[src/hdl/tte_pkg.sv]
package tte_pkg;

  localparam int DIMS      = 4;
  localparam int REG_W     = 11;
  localparam int IDX_W     = 3;
  localparam int DATA_W    = 64;
  localparam int SRC_W     = 10;
  localparam int OUT_W     = 20;
  localparam int EXT_W     = 21;
  localparam int STEP_W    = 2;
  localparam int DIM_LIMIT = 1024;

  localparam logic [IDX_W-1:0] REG_SIZE_0   = 3'd0;
  localparam logic [IDX_W-1:0] REG_SIZE_1   = 3'd1;
  localparam logic [IDX_W-1:0] REG_SIZE_2   = 3'd2;
  localparam logic [IDX_W-1:0] REG_SIZE_3   = 3'd3;
  localparam logic [IDX_W-1:0] REG_REPEAT_0 = 3'd4;
  localparam logic [IDX_W-1:0] REG_REPEAT_1 = 3'd5;
  localparam logic [IDX_W-1:0] REG_REPEAT_2 = 3'd6;
  localparam logic [IDX_W-1:0] REG_REPEAT_3 = 3'd7;

  typedef enum logic [1:0] {
    ST_CALC = 2'b01,
    ST_RUN  = 2'b10
  } state_t;

  typedef struct packed {
    logic              calc;
    logic [STEP_W-1:0] calc_step;
    logic              load;
    logic              emit;
  } cmd_t;

  typedef struct packed {
    logic do_load;
    logic do_emit;
  } status_t;

  // clamp a size or repeat register to 1..DIM_LIMIT
  function automatic logic [REG_W-1:0] eff_reg(input logic [REG_W-1:0] v);
    logic [REG_W-1:0] r;
    if (v == '0) begin
      r = REG_W'(1);
    end else if (v > REG_W'(DIM_LIMIT)) begin
      r = REG_W'(DIM_LIMIT);
    end else begin
      r = v;
    end
    return r;
  endfunction

endpackage

[src/hdl/tte_ctrl.sv]
module tte_ctrl (
  input  logic              clk,
  input  logic              rst,
  input  logic              cfg_we,
  input  logic              item_valid,
  input  logic              result_ready,
  input  tte_pkg::status_t  st,
  output logic              item_ready,
  output logic              result_valid,
  output tte_pkg::cmd_t     cmd
);

  import tte_pkg::*;

  state_t            state, state_next;
  logic [STEP_W-1:0] step, step_next;
  logic              out_valid, out_valid_next;
  logic              take;

  assign item_ready   = (state == ST_RUN) && (!out_valid || result_ready);
  assign result_valid = out_valid;
  assign take         = item_valid && item_ready;

  always_comb begin
    cmd.calc      = (state == ST_CALC);
    cmd.calc_step = step;
    cmd.load      = take && st.do_load;
    cmd.emit      = take && st.do_emit;
  end

  always_comb begin
    state_next = state;
    step_next  = step;
    case (state)
      ST_CALC: begin
        step_next = step + STEP_W'(1);
        if (step == STEP_W'(DIMS - 1)) begin
          state_next = ST_RUN;
        end
      end
      ST_RUN: begin
        step_next = '0;
      end
      default: begin
        state_next = ST_CALC;
        step_next  = '0;
      end
    endcase
    if (cfg_we) begin
      state_next = ST_CALC;
      step_next  = '0;
    end
  end

  always_comb begin
    out_valid_next = out_valid;
    if (cmd.emit) begin
      out_valid_next = 1'b1;
    end else if (result_ready) begin
      out_valid_next = 1'b0;
    end
  end

  always_ff @(posedge clk) begin
    if (rst) begin
      state     <= ST_CALC;
      step      <= '0;
      out_valid <= 1'b0;
    end else begin
      state     <= state_next;
      step      <= step_next;
      out_valid <= out_valid_next;
    end
  end

endmodule

[config.mk]
export PLATFORM = sky130hd
export DESIGN_NAME = tte_ctrl
export DESIGN_NICKNAME = d
export VERILOG_FILES = /design/src/hdl/tte_pkg.sv /design/src/hdl/tte_ctrl.sv
export SDC_FILE = /design/constraint.sdc
export NUM_CORES = 1
export LEC_CHECK = 0
export BUFFER_PORTS_ARGS = -buffer_cell sky130_fd_sc_hd__buf_2
export CORE_AREA = 5 5 42 44
export CTS_BUF_LIST = sky130_fd_sc_hd__clkbuf_8
export DETAILED_ROUTE_END_ITERATION = 8
export DIE_AREA = 0 0 47 49
export GPL_ROUTABILITY_DRIVEN = 1
export PLACE_DENSITY = 0.37
export SYNTH_ARGS = -nofsm -noshare
export SYNTH_HDL_FRONTEND = slang
export SYNTH_SLANG_ARGS = --single-unit
[constraint.sdc]
create_clock -name clk -period 1.9 [get_ports clk]
set_clock_uncertainty 0.05 [all_clocks]
set_input_delay 0.095 -clock clk [delete_from_list [all_inputs] [get_ports clk]]
set_output_delay 0.095 -clock clk [all_outputs]
set_load 0.05 [all_outputs]
==> impl_metrics.ini <==
[layout]
num_antenna_cells = 0
final_nets = 49
layout-drive-gt1-share_pct = 42.5
stdcell_count = 56
area_growth_pct = 57.3

[global_route]
grt_usage_pct = 6.84
grt.overflow.total = 0
grt_pass1_vias = 251
grt_pass1_wl_um = 1010
grt_max_degree = 6
antenna_found_initial = 0

[sta]
finalCritPeriodShare_pct = 72.7
setup_tns_ns = 0
worst_slack_ns = 0.520
slew_violations = 0
worst_pin_slew_ns = 0.246
final-setup-viol-count = 0
relSlewSlack_pct = 83.5
whs_ns = 0.0108
finalCriticalPeriod_ns = 1.38
fmax_mhz = 724
finalHoldViolCount = 0
grt_setup_unrepaired = false

[power_and_ir_drop]
power_density_mw_per_mm2 = 913
irDropWorstVdd_uv = 348
p_leak_nw = 0.170

[yosys]
avgSynthCellArea_um2 = 9.28
syn_nets = 32
ys_ff_latch = 5
synthDistinctLibCells = 15
syn_inst = 24
synth-warning-count = 0
synth-seq-area-share_pct = 44.9
synth_area_um2 = 223

[clock_network]
path_clk_slew_ns = 0.04
postCtsResizedCells = 0
htreeDepth = 1
clock_path_buffers = 2
cts_tree = built
postCtsSetupBuffers = 0
cts_made_buffers = 3
cts.sinks = 5
cts_root_buf = clkbuf_8
cts_hold_buf = 0
clock_latency_ns = 0.22

[die]
rows = 14
die_w_um = 47
die_h_um = 49
core_mm2 = 0.00140
ios = 14
die_area_mm2 = 0.00230
start_util_pct = 15.9

[worst_setup_path]
worst-path-max-fanout = 5
end_kind = output pin
startpoint_type = flop
worstPathArrival_ns = 1.24
ff2ff_path_depth = 3
critical_path_class = reg2out
worstPathRequired_ns = 1.75

[detailed_routing]
drc = 0
drtPass1Iterations = 2
post_drt_wl_per_cell_um = 10.5
avgViaCountPerCell = 4.07
routed-via-count = 228
drt_wl_total_um = 589
drtIter0Drc = 2
antenna_left = 0

[min_path]
hold_path.class = in2reg
worstHoldPathCells = 2

[placed_design]
dpl_worst_slack_ns = 0.739
gp_congestion = 0.732
dp.cells = 52
port_buffers = 13

[flow_run]
cap_viol_max_count = 0

[run_status]
status = complete, no violations
cells in the mapped netlist (all sizes together):
cell type	instances	area (um^2)
dfxtp	5	100
nand2	2	7.51
nand2b	2	12.5
nor2	2	7.51
nor2b	2	12.5
nor3	2	10.0
a211o	1	8.76
a21boi	1	7.51
a21oi	1	5.00
and3	1	6.26
and3b	1	8.76
buf	1	7.51
ha	1	12.5
nand3b	1	7.51
nand4b	1	8.76
sequential cells by signal, indices dropped and copies added (netlist names):
name          flops
state             2
step              2
result_valid      1
cell usage in the layout (no fill, tap or decap), drive strengths merged, types with 2 or more instances in the layout:
master / synthesis / final
buf: 1 / 13
clkbuf: 0 / 3
dfxtp: 5 / 5
nand2: 2 / 2
nand2b: 2 / 2
nor2: 2 / 2
nor2b: 2 / 2
nor3: 2 / 2
power breakdown:
part | internal, W | total, W | switching (W)
combinational | 0.00000888 | 0.0000229 | 0.0000140
clock | 0.000138 | 0.000188 | 0.0000496
sequential | 0.000108 | 0.000109 | 0.00000126
total | 0.000255 | 0.000320 | 0.0000649
final timing paths:
path	from	to	slack, ns
worst max-delay path	state[0]	cmd[1]	0.52
worst min-delay path	rst	result_valid	0.01
worst max register to register	step[0]	state[0]	0.87
worst min register to register	result_valid	result_valid	0.42
layout make-up:
| class | count | area [um^2] |
|---|---|---|
| Clock buffer | 3 | 41.3 |
| Clock inverter | 1 | 3.75 |
| Fill cell | 168 | 1050 |
| Timing Repair Buffer | 13 | 65.1 |
| Tap cell | 16 | 20.0 |
| Sequential cell | 5 | 100 |
| Multi-Input combinational cell | 18 | 120 |
routing by layer:
metal	vias to the layer above	wire [um]	GRT usage, %
li1	115	-	-
met1	103	226	5.73
met2	8	309	9.95
met3	2	43	4.43
met4	0	10	6.91
met5	-	0	0
worst max-delay path: stages, from the launching register on:
cell	delay (ns)
dfxtp_1	0.31
nand2b_1	0.22
nor3_2	0.20
buf_2	0.28
through the flow:
stage	utilization [%]	cell area (um^2)	total power, W
after global routing	25.0	350	0.000340
after global placement	21.8	305	0.000134
final	25.0	350	0.000320
after CTS	25.0	350	0.000329
after detailed placement	21.8	305	0.000134
after floorplan	-	228	0.000123
kinds of logic (layout without fill, tap and decap cells):
kind of cell | Yosys count | in the layout | synth area share (%)
and+or+nand+nor | 14 | 14 | 36.5
buffers and inverters | 1 | 17 | 3.37
adders and majority gates | 1 | 1 | 5.62
DFF | 5 | 5 | 44.9
AOI/OAI and AO/OA | 3 | 3 | 9.55
(Power assumes the default switching activity.)
